===== config.mk =====
export PLATFORM = sky130hd
export DESIGN_NAME = fifo_queue_with_drop_by_key
export DESIGN_NICKNAME = d
export VERILOG_FILES = /design/src/rtl/fqdk_pkg.sv /design/src/rtl/fifo_queue_with_drop_by_key.sv /design/src/rtl/fqdk_store.sv
export SDC_FILE = /design/constraint.sdc
export NUM_CORES = 2
export LEC_CHECK = 0
export BUFFER_PORTS_ARGS = -buffer_cell sky130_fd_sc_hd__buf_2
export CORE_MARGIN = 4
export CORE_UTILIZATION = 45
export CTS_CLUSTER_DIAMETER = 200
export DETAILED_ROUTE_END_ITERATION = 8
export PLACE_DENSITY = 0.61
export SLEW_MARGIN = 10
export SYNTH_ARGS = -nofsm -noshare
export SYNTH_HDL_FRONTEND = slang
export SYNTH_SLANG_ARGS = --single-unit
export TNS_END_PERCENT = 1

===== constraint.sdc =====
create_clock -name clk -period 13.75 [get_ports clk]
set_input_delay 2.75 -clock clk [delete_from_list [all_inputs] [get_ports clk]]
set_output_delay 2.75 -clock clk [all_outputs]
set_load 0.1 [all_outputs]

===== src/rtl/fqdk_pkg.sv =====
// Package for the FIFO queue with drop by key: sizes, codes, entry types,
// id normalization and circular pointer arithmetic. No dependencies.
package fqdk_pkg;

  localparam int DEPTH       = 16;
  localparam int ID_CHARS    = 6;
  localparam int HANDLE_BITS = 16;

  localparam int IN_ID_W = 48;            // width of the id field on the port
  localparam int ID_W    = ID_CHARS * 8;  // stored id width
  localparam int PTR_W   = $clog2(DEPTH);
  localparam int CNT_W   = $clog2(DEPTH + 1);
  localparam int NAME_W  = 16;            // head_name field on the port
  localparam int COUNT_W = 5;             // entry_count field on the port

  typedef logic [PTR_W-1:0] ptr_t;
  typedef logic [CNT_W-1:0] cnt_t;

  typedef enum logic [1:0] {
    REQ_ENQ   = 2'd0,
    REQ_DEQ   = 2'd1,
    REQ_DROP  = 2'd2,
    REQ_FLUSH = 2'd3
  } req_t;

  typedef enum logic [2:0] {
    S_IDLE,
    S_EXEC,
    S_SRCH,
    S_CMP,
    S_SHRD,
    S_SHWR,
    S_RDHEAD,
    S_DONE
  } state_t;

  typedef struct packed {
    logic [ID_W-1:0]        id;
    logic [HANDLE_BITS-1:0] name;
  } entry_t;

  typedef struct packed {
    logic   we;
    ptr_t   waddr;
    entry_t wdata;
    ptr_t   raddr;
  } mem_req_t;

  // Id ends at its first zero byte (scanning from the top); later bytes cleared.
  function automatic logic [ID_W-1:0] norm_id(input logic [IN_ID_W-1:0] v);
    logic [ID_W-1:0] r;
    logic            stop;
    logic [7:0]      b;
    r    = '0;
    stop = 1'b0;
    for (int k = ID_CHARS - 1; k >= 0; k--) begin
      b = v[k*8 +: 8];
      if (b == 8'd0) stop = 1'b1;
      if (!stop) r[k*8 +: 8] = b;
    end
    return r;
  endfunction

  // (a + b) mod DEPTH for a, b below DEPTH.
  function automatic ptr_t wrap_add(input ptr_t a, input ptr_t b);
    logic [PTR_W:0] s;
    s = {1'b0, a} + {1'b0, b};
    if (s >= (PTR_W + 1)'(DEPTH)) s = s - (PTR_W + 1)'(DEPTH);
    return s[PTR_W-1:0];
  endfunction

endpackage


===== src/rtl/fifo_queue_with_drop_by_key.sv =====
// Top level of the FIFO queue with drop by key: request sequencer, counters
// and result register. Depends on fqdk_pkg and fqdk_store.
//
// Usage:
//   Requests come in on the in_ stream, one item each: enqueue, dequeue,
//   drop by id, or flush. Each gives exactly one result item on the out_
//   stream: success, head valid, head name handle, entry count.
//   The queue is a circular buffer in a RAM with one registered read port;
//   one shared id comparator and a small sequencer do a drop. A drop walks
//   the entries from the head (read, then compare), then closes the
//   gap by moving each younger entry one slot forward (read, write).
//   A drop that hits the head just advances the head pointer.
//   in_tready is high only while the sequencer is idle: one request at a
//   time; a new request is taken only after the last result is registered.
//   Reset empties the queue at once (count and head pointer cleared); RAM
//   contents are not cleared. A stalled receiver holds the result in the
//   output register; the next request is still taken and processed, and its
//   result waits until the register frees up.
module fifo_queue_with_drop_by_key (
  input  logic        clk,
  input  logic        rst_n,
  input  logic        in_tvalid,
  output logic        in_tready,
  // [47:0] id_chars, [48] id_too_long, [64:49] name_handle, [71:65] zero
  input  logic [71:0] in_tdata,
  // [1:0] req_type
  input  logic [1:0]  in_tuser,
  output logic        out_tvalid,
  input  logic        out_tready,
  // [0] success, [1] head_valid, [17:2] head_name, [22:18] entry_count,
  // [23] zero
  output logic [23:0] out_tdata
);

  fqdk_pkg::state_t state_r, state_nxt;
  fqdk_pkg::ptr_t   hd_r, hd_nxt;
  fqdk_pkg::cnt_t   cnt_r, cnt_nxt;
  fqdk_pkg::cnt_t   idx_r, idx_nxt;   // search / move position, from the head
  logic             ok_r, ok_nxt;

  // latched request
  fqdk_pkg::req_t                   req_r, req_nxt;
  logic [fqdk_pkg::ID_W-1:0]        id_r, id_nxt;
  logic                             tl_r, tl_nxt;
  logic [fqdk_pkg::HANDLE_BITS-1:0] hdl_r, hdl_nxt;

  // result register
  logic        out_valid_r, out_valid_nxt;
  logic [23:0] out_data_r, out_data_nxt;

  fqdk_pkg::mem_req_t mreq;
  fqdk_pkg::entry_t   rdata;
  fqdk_pkg::cnt_t     idx_inc;
  logic               id_hit;
  logic               head_v;
  logic [fqdk_pkg::NAME_W-1:0] head_nm;

  fqdk_store u_store (
    .clk   (clk),
    .req   (mreq),
    .rdata (rdata)
  );

  assign idx_inc   = idx_r + fqdk_pkg::cnt_t'(1);
  assign id_hit    = (rdata.id == id_r);   // the shared comparator
  assign in_tready = (state_r == fqdk_pkg::S_IDLE);
  assign head_v    = (cnt_r != '0);
  assign head_nm   = head_v ? fqdk_pkg::NAME_W'(rdata.name) : '0;

  always_comb begin
    state_nxt     = state_r;
    hd_nxt        = hd_r;
    cnt_nxt       = cnt_r;
    idx_nxt       = idx_r;
    ok_nxt        = ok_r;
    req_nxt       = req_r;
    id_nxt        = id_r;
    tl_nxt        = tl_r;
    hdl_nxt       = hdl_r;
    out_valid_nxt = out_valid_r && !out_tready;
    out_data_nxt  = out_data_r;
    mreq.we       = 1'b0;
    mreq.waddr    = fqdk_pkg::wrap_add(hd_r, idx_r[fqdk_pkg::PTR_W-1:0]);
    mreq.wdata    = rdata;
    mreq.raddr    = hd_r;

    unique case (state_r)
      fqdk_pkg::S_IDLE: begin
        if (in_tvalid) begin
          req_nxt   = fqdk_pkg::req_t'(in_tuser);
          id_nxt    = fqdk_pkg::norm_id(in_tdata[47:0]);
          tl_nxt    = in_tdata[48];
          hdl_nxt   = in_tdata[64:49];
          state_nxt = fqdk_pkg::S_EXEC;
        end
      end
      fqdk_pkg::S_EXEC: begin
        ok_nxt    = 1'b0;
        idx_nxt   = '0;
        state_nxt = fqdk_pkg::S_RDHEAD;
        case (req_r)
          fqdk_pkg::REQ_ENQ: begin
            if (!tl_r && cnt_r < fqdk_pkg::cnt_t'(fqdk_pkg::DEPTH)) begin
              mreq.we    = 1'b1;
              mreq.waddr = fqdk_pkg::wrap_add(hd_r, cnt_r[fqdk_pkg::PTR_W-1:0]);
              mreq.wdata = '{id: id_r, name: hdl_r};
              cnt_nxt    = cnt_r + fqdk_pkg::cnt_t'(1);
              ok_nxt     = 1'b1;
            end
          end
          fqdk_pkg::REQ_DEQ: begin
            if (cnt_r != '0) begin
              hd_nxt  = fqdk_pkg::wrap_add(hd_r, fqdk_pkg::ptr_t'(1));
              cnt_nxt = cnt_r - fqdk_pkg::cnt_t'(1);
              ok_nxt  = 1'b1;
            end
          end
          fqdk_pkg::REQ_DROP: begin
            if (!tl_r && cnt_r != '0) state_nxt = fqdk_pkg::S_SRCH;
          end
          default: begin  // flush
            hd_nxt  = '0;
            cnt_nxt = '0;
            ok_nxt  = 1'b1;
          end
        endcase
      end
      fqdk_pkg::S_SRCH: begin
        mreq.raddr = fqdk_pkg::wrap_add(hd_r, idx_r[fqdk_pkg::PTR_W-1:0]);
        state_nxt  = fqdk_pkg::S_CMP;
      end
      fqdk_pkg::S_CMP: begin
        if (id_hit) begin
          ok_nxt = 1'b1;
          if (idx_r == '0) begin
            // head hit: advance the head, nothing to move
            hd_nxt    = fqdk_pkg::wrap_add(hd_r, fqdk_pkg::ptr_t'(1));
            cnt_nxt   = cnt_r - fqdk_pkg::cnt_t'(1);
            state_nxt = fqdk_pkg::S_RDHEAD;
          end else begin
            state_nxt = fqdk_pkg::S_SHRD;
          end
        end else begin
          idx_nxt   = idx_inc;
          state_nxt = (idx_inc == cnt_r) ? fqdk_pkg::S_RDHEAD : fqdk_pkg::S_SRCH;
        end
      end
      fqdk_pkg::S_SHRD: begin
        if (idx_inc >= cnt_r) begin
          cnt_nxt   = cnt_r - fqdk_pkg::cnt_t'(1);
          state_nxt = fqdk_pkg::S_RDHEAD;
        end else begin
          mreq.raddr = fqdk_pkg::wrap_add(hd_r, idx_inc[fqdk_pkg::PTR_W-1:0]);
          state_nxt  = fqdk_pkg::S_SHWR;
        end
      end
      fqdk_pkg::S_SHWR: begin
        // younger entry moves one slot toward the head
        mreq.we   = 1'b1;
        idx_nxt   = idx_inc;
        state_nxt = fqdk_pkg::S_SHRD;
      end
      fqdk_pkg::S_RDHEAD: begin
        state_nxt = fqdk_pkg::S_DONE;
      end
      fqdk_pkg::S_DONE: begin
        if (!out_valid_r || out_tready) begin
          out_valid_nxt = 1'b1;
          out_data_nxt  = {1'b0, fqdk_pkg::COUNT_W'(cnt_r), head_nm, head_v, ok_r};
          state_nxt     = fqdk_pkg::S_IDLE;
        end
      end
      default: state_nxt = fqdk_pkg::S_IDLE;
    endcase
  end

  always_ff @(posedge clk) begin
    if (!rst_n) begin
      state_r     <= fqdk_pkg::S_IDLE;
      hd_r        <= '0;
      cnt_r       <= '0;
      idx_r       <= '0;
      ok_r        <= 1'b0;
      out_valid_r <= 1'b0;
    end else begin
      state_r     <= state_nxt;
      hd_r        <= hd_nxt;
      cnt_r       <= cnt_nxt;
      idx_r       <= idx_nxt;
      ok_r        <= ok_nxt;
      out_valid_r <= out_valid_nxt;
    end
  end

  always_ff @(posedge clk) begin
    req_r      <= req_nxt;
    id_r       <= id_nxt;
    tl_r       <= tl_nxt;
    hdl_r      <= hdl_nxt;
    out_data_r <= out_data_nxt;
  end

  assign out_tvalid = out_valid_r;
  assign out_tdata  = out_data_r;

  // fill level never passes the queue depth
  a_cnt_bound: assert property (@(posedge clk) disable iff (!rst_n)
    cnt_r <= fqdk_pkg::cnt_t'(fqdk_pkg::DEPTH))
    else $error("entry count above depth");

  // one request at a time: ready drops right after an accept
  a_one_at_a_time: assert property (@(posedge clk) disable iff (!rst_n)
    (in_tvalid && in_tready) |=> !in_tready)
    else $error("request accepted while busy");

  // head_valid agrees with the reported count, and an empty queue reports name 0
  a_head_consistent: assert property (@(posedge clk) disable iff (!rst_n)
    out_tvalid |-> (out_tdata[1] == (out_tdata[22:18] != 5'd0)) &&
                   (out_tdata[1] || out_tdata[17:2] == 16'd0))
    else $error("head fields disagree with count");

endmodule


===== src/rtl/fqdk_store.sv =====
// Entry store of the queue: one write port, one registered read port.
// Depends on fqdk_pkg for the entry and request types.
module fqdk_store (
  input  logic               clk,
  input  fqdk_pkg::mem_req_t req,
  output fqdk_pkg::entry_t   rdata
);

  fqdk_pkg::entry_t mem [fqdk_pkg::DEPTH];
  fqdk_pkg::entry_t rdata_r;

  always_ff @(posedge clk) begin
    if (req.we) mem[req.waddr] <= req.wdata;
  end

  always_ff @(posedge clk) begin
    rdata_r <= mem[req.raddr];
  end

  assign rdata = rdata_r;

endmodule


Yosys cells after proc, flatten, opt, wreduce, memory -nomap -nowiden
Memories as Yosys holds them, arrays and structs flattened. A register that Yosys moved wholly into a read port is not among the register bits.
Index checks and enable logic that the tools add are counted.
{"block": "classes", "add_sub_neg": 11, "order_cmp": 6, "n_eq_ne": 21, "muxes": 60, "n_reduce_logical": 28}
{"operator": "$mux 69", "count": 2}
{"operator": "$mux 68", "count": 1}
{"operator": "$eq 48x48->1", "count": 1}
{"operator": "$logic_not 8->1", "count": 6}
{"operator": "$pmux 5 s3", "count": 3}
{"operator": "$mux 4", "count": 8}
{"operator": "$mux 5", "count": 6}
{"operator": "$mux 1", "count": 25}
{"operator": "$pmux 3 s8", "count": 1}
{"operator": "$pmux 4 s2", "count": 3}
{"operator": "$ge 5x5->1 const B", "count": 4}
{"operator": "$mux 3", "count": 6}
{"operator": "$ne 2x2->1 const B", "count": 8}
{"operator": "$sub 4x1->4 const B", "count": 4}
{"operator": "$add 4x4->5", "count": 3}
{"operator": "$eq 3x3->1 const B", "count": 4}
{"operator": "$add 5x1->5 const B", "count": 2}
{"operator": "$reduce_and 2->1", "count": 5}
{"operator": "$reduce_and 7->1", "count": 1}
{"operator": "$eq 3x2->1 const B", "count": 2}
{"operator": "$ne 3x3->1 const B", "count": 2}
{"operator": "$reduce_bool 3->1", "count": 2}
{"operator": "$add 4x1->5 const B", "count": 1}
{"operator": "$eq 5x5->1", "count": 1}
{"operator": "19 further kinds", "count": 25}
{"block": "totals", "reg_bits": 109, "ram_bits": 1024, "inputBits": 78, "output_inout_bits": 26, "n_memories": 1}
{"memory": "u_store.mem", "words": 16, "width": 64, "rd": 1, "rd_ports_with_merged_regs": 1, "wr": 1, "line": "fqdk_store.sv:9", "rtl": "fqdk_pkg::entry_t mem [fqdk_pkg::DEPTH];"}

Depth between registers and ports, before layout
{"block": "depth", "word_depth": 19, "mapped_depth": 14}

Modules after synthesis
Synthesis repeated with hierarchy kept, for this count alone.
{"block": "unflattened", "cells_unflattened": 2338, "area_unflattened_um2": 45975.3}
{"module": "fqdk_store", "n_inst": 1, "cells_per_inst": 1647, "area_each_um2": 39581.7}
{"module": "fifo_queue_with_drop_by_key", "n_inst": 1, "cells_per_inst": 691, "area_each_um2": 6393.6}

Worst setup path before layout
OpenSTA, ideal clock, no wires.
{"block": "synth_path", "path_type": "input -> register", "from": "in in_tvalid", "to": "reg hdl_r[0] in the netlist's numbering (enable)", "arrival_ns": 9.539, "path_slack_ns": 3.530, "cell_stages": 1, "n_path_buf": 0, "cell_sequence": "nor4b_1"}
{"block": "synth_between", "elab_chain_cells": 1}
{"item": "start, declared", "line": "fifo_queue_with_drop_by_key.sv:22", "rtl": "input logic in_tvalid,"}
{"item": "$reduce_and 2->1 (no line)"}
{"item": "end signal, assigned", "line": "fifo_queue_with_drop_by_key.sv:199", "rtl": "hdl_r <= hdl_nxt;"}
{"item": "end, declared", "line": "fifo_queue_with_drop_by_key.sv:45", "rtl": "logic [fqdk_pkg::HANDLE_BITS-1:0] hdl_r, hdl_nxt;"}
Every way passes these cells.
A chain may end at the register's enable or synchronous reset.

Worst setup path in the final report
{"block": "layout_path", "from": "reg idx_r[0]", "to": "reg u_store.rdata[25] (netlist name)"}
{"block": "layout_between", "elab_chain_cells": 6, "elab_cells_between_ends": 12, "classes_between": "add/sub: 5; order compare: 3; mux: 4"}
{"item": "start, declared", "line": "fifo_queue_with_drop_by_key.sv:38", "rtl": "fqdk_pkg::cnt_t idx_r, idx_nxt;"}
{"item": "start signal, assigned", "line": "fifo_queue_with_drop_by_key.sv:189", "rtl": "idx_r <= idx_nxt;"}
{"item": "$add 5x1->5", "line": "fifo_queue_with_drop_by_key.sv:64", "rtl": "assign idx_inc = idx_r + fqdk_pkg::cnt_t'(1);"}
{"item": "$add 4x4->5", "line": "fqdk_pkg.sv:67", "rtl": "s = {1'b0, a} + {1'b0, b};"}
{"item": "$sub 4x1->4 / $ge 5x5->1 (equally long branches)", "line": "fqdk_pkg.sv:68", "rtl": "if (s >= (PTR_W + 1)'(DEPTH)) s = s - (PTR_W + 1)'(DEPTH);"}
{"item": "$mux 4", "line": "fqdk_pkg.sv:68"}
{"item": "$mux 4", "line": "fifo_queue_with_drop_by_key.sv:149", "rtl": "if (idx_inc >= cnt_r) begin"}
{"item": "$pmux 4 s2 *", "line": "fifo_queue_with_drop_by_key.sv:87", "rtl": "unique case (state_r)"}
Mark *: on every way between the ends. The rest lies on a longest branch, timed or not.

==> metrics.txt <==
outcome=completed; DIE AREA=116,000 um^2; Most used DFF post-synth=edfxtp_1; Die X=340.7 um; clock power share=33.3%; htree depth=3; Critical Path End Type=flop; top cell type's share of synthesized area=67.18%; Mean Syn Cell Area=14.08 um^2; routed wire length=143,300 um; PostCTS Resize Cnt=0; EDFF count, synth=1,114; Worst-Margin Slew=1233 ps; Placed Area=51,440 um^2; gr ovfl total=0; TNS Setup=0 ps; core outline area=109,300 um^2; Vias=32,833; post-place setup slack=7300 ps; Residual DRC=0; Peak supply drop=0.1110 mV; most common cell after layout, fill and taps aside=edfxtp_1; worst setup margin=7193 ps; Final Wtd Congestion=0.7587; antenna viol nets, final=0; pin count of the biggest net entering global routing=205; final instance area=55,270 um^2; crit path max fanout=140; Avg WL per Cell=28.39 um; Post-CTS Setup Bufs=0; Worst Path Arrival=7100 ps; layout cells sized above 1=10.97%; critical path required time=14,290 ps; delay-heaviest family, CP=buffers and inverters; critical path launch point type=flop; sequential share of the synthesized area=70.51%; PwrDens=173.1 nW/um^2; GRT Total Usage=23.87%; CTS tree=yes; Ports=104; CP max stage delay=980 ps; unrepaired setup endpoints after global routing=false; P_sw=0.002741 W; clk_skew=24.90 ps; height of the die=340.7 um; 1st-pass router iterations=8; post-synthesis cell type count=72; Max Cap Violations=0; first-pass GRT wire length=208,800 um; most frequent cells in the layout=1,114 x edfxtp_1, 349 x nand2_1, 257 x a32oi_1; placed insts=4,820; Leak Pwr=18.60 nW; Max Root-Sink Buffers=3; final core utilization=50.56%; Final Non-Filler Cells=5,049; vias in the first global route=31,291; Combinational Power Share=17.1%; initial antenna violation count=1; Seq pwr share=49.6%; Max Freq=152.5 MHz; final critical-path share of the clock period=47.68%; max-slew violation count=0; clock-pin slew of the registers on the worst-case setup and hold paths=60 ps; Bufs and invs on worst path=3; synthesized instance count=3,537; vias per cell=6.503; async set-reset flop share out of synthesis=0%; Starting Density=45.56%; post-layout net count=3,566; CTS Hold Bufs=0; First DRT Iteration DRCs=4,035; Yosys Warn Count=0; final hold violation count=0; Tightest Hold Check Type=flop to flop; fin crit period=6557 ps; TritonCTS Buffers=120; clk_lat worst skew=720 ps; Internal=0.006824 W; clk sinks=1,197; Syn Std Cell Area=49,800 um^2; # rows=121; DP Wirelength=67,490 um; P&R area growth vs syn=10.99%; Yosys reg bits=1,197; kind of critical path=flop to flop; synth top area cells=edfxtp_1 67%, a32oi_1 4.5%, o31ai_1 3.9%; final setup fails=0; switching part of the total power=28.65%; slowest CP cell=and2_4; CTS Root Cell=clkbuf_16; input/output buffers=95; Worst slew margin=17.78%; Synthesized Nets=3,637; area leader, netlist=edfxtp_1; CP cell instances=ha_1 > nand3_1 > xnor2_1 > ha_1 > a21oi_1 > o221ai_1 > o31ai_4 > buf_4 > and2_4 > buf_12 > buf_4 > a32oi_1 > a22oi_1 > o211ai_1
-- per-stage QoR --
stage          total power, W  hold slack [ps]
2_1_floorplan        0.005831            406.4
3_3_place_gp         0.006412            436.4
3_5_place_dp         0.006437            435.8
4_1_cts              0.009603            448.9
5_1_grt              0.009927            488.3
6_report             0.009565            448.0
-- path summary, 6_finish.rpt --
check	startpoint	end	slack, ps	cells past startpoint
worst max-delay path	idx_r[0]	u_store.rdata[25]	7190	14
worst min-delay path	ok_r	out_tdata[0]	450	0
worst max register to register	idx_r[0]	u_store.rdata[25]	7190	14
worst min register to register	ok_r	out_tdata[0]	450	0
-- area by class of cell --
cell class / instances / area (um^2)
antenna: 1 / 2.502
inverter: 17 / 63.81
clock buffer: 170 / 3374
multi-input combinational: 1971 / 13370
tap: 1476 / 1847
timing repair buffer: 159 / 1044
fill: 9198 / 54040
clock inverter: 58 / 452.9
sequential: 1197 / 35110
-- worst reg2reg max path: stages, from the launching register on --
cell and delay, ps:
dfxtp_1 500, ha_1 280, nand3_1 110, xnor2_1 260, ha_1 310, a21oi_1 200, o221ai_1 400, o31ai_4 310
buf_4 880, and2_4 1010, buf_12 740, buf_4 740, a32oi_1 230, a22oi_1 300, o211ai_1 130
-- power by group through the flow --
stage / combinational (W) / sequential, W / clock [W]
finish: 0.00164 / 0.00475 / 0.00318
global route: 0.00177 / 0.00476 / 0.00339
CTS: 0.00162 / 0.00474 / 0.00323
detailed placement: 0.00162 / 0.00482 / 0
global placement: 0.00160 / 0.00481 / 0
floorplan: 0.00106 / 0.00477 / 0
-- cells by family after synthesis --
group           Yosys count  synth area share, %
buf+inv                 369                3.136
mux                       5               0.1080
xor+xnor                 61                1.073
other cells               1             0.007530
flops                  1197                70.51
compound gates         1036                16.20
fa+ha+maj                22               0.5980
simple gates            846                8.367
-- Yosys cell counts, types with 7 or more instances --
cell type	count
ha_1	19
o211ai_1	64
xnor2_1	7
edfxtp_1	1114
o31ai_1	256
nor2_1	44
a211o_1	130
nand2_1	352
nand4_1	69
and2_1	58
clkbuf_1	236
and3_1	129
a22oi_2	10
nand3_1	138
dfxtp_1	83
buf_1	26
a21oi_1	148
buf_6	9
o21ai_0	9
inv_1	17
a22oi_1	57
buf_2	78
xor2_1	54
a32oi_1	257
nor4_1	24
a22o_1	64
-- layer usage --
metal / vias to the layer above / global-route usage (%) / wire length [um]
li1: 14095 / - / -
met1: 16763 / 34.07 / 60380
met2: 1704 / 37.82 / 66220
met3: 269 / 4.231 / 13080
met4: 2 / 6.700 / 3647
met5: - / 0 / 17
-- state kept, by name (all words and copies together) (netlist names), 2 cells and up --
signal,count
u_store.rdata,64
idx_r,5
req_r,2
state_r,3
u_store.mem,1024
out_tdata,23
id_r,48
cnt_r,5
hd_r,4
hdl_r,16
(Power assumes the default switching activity.)
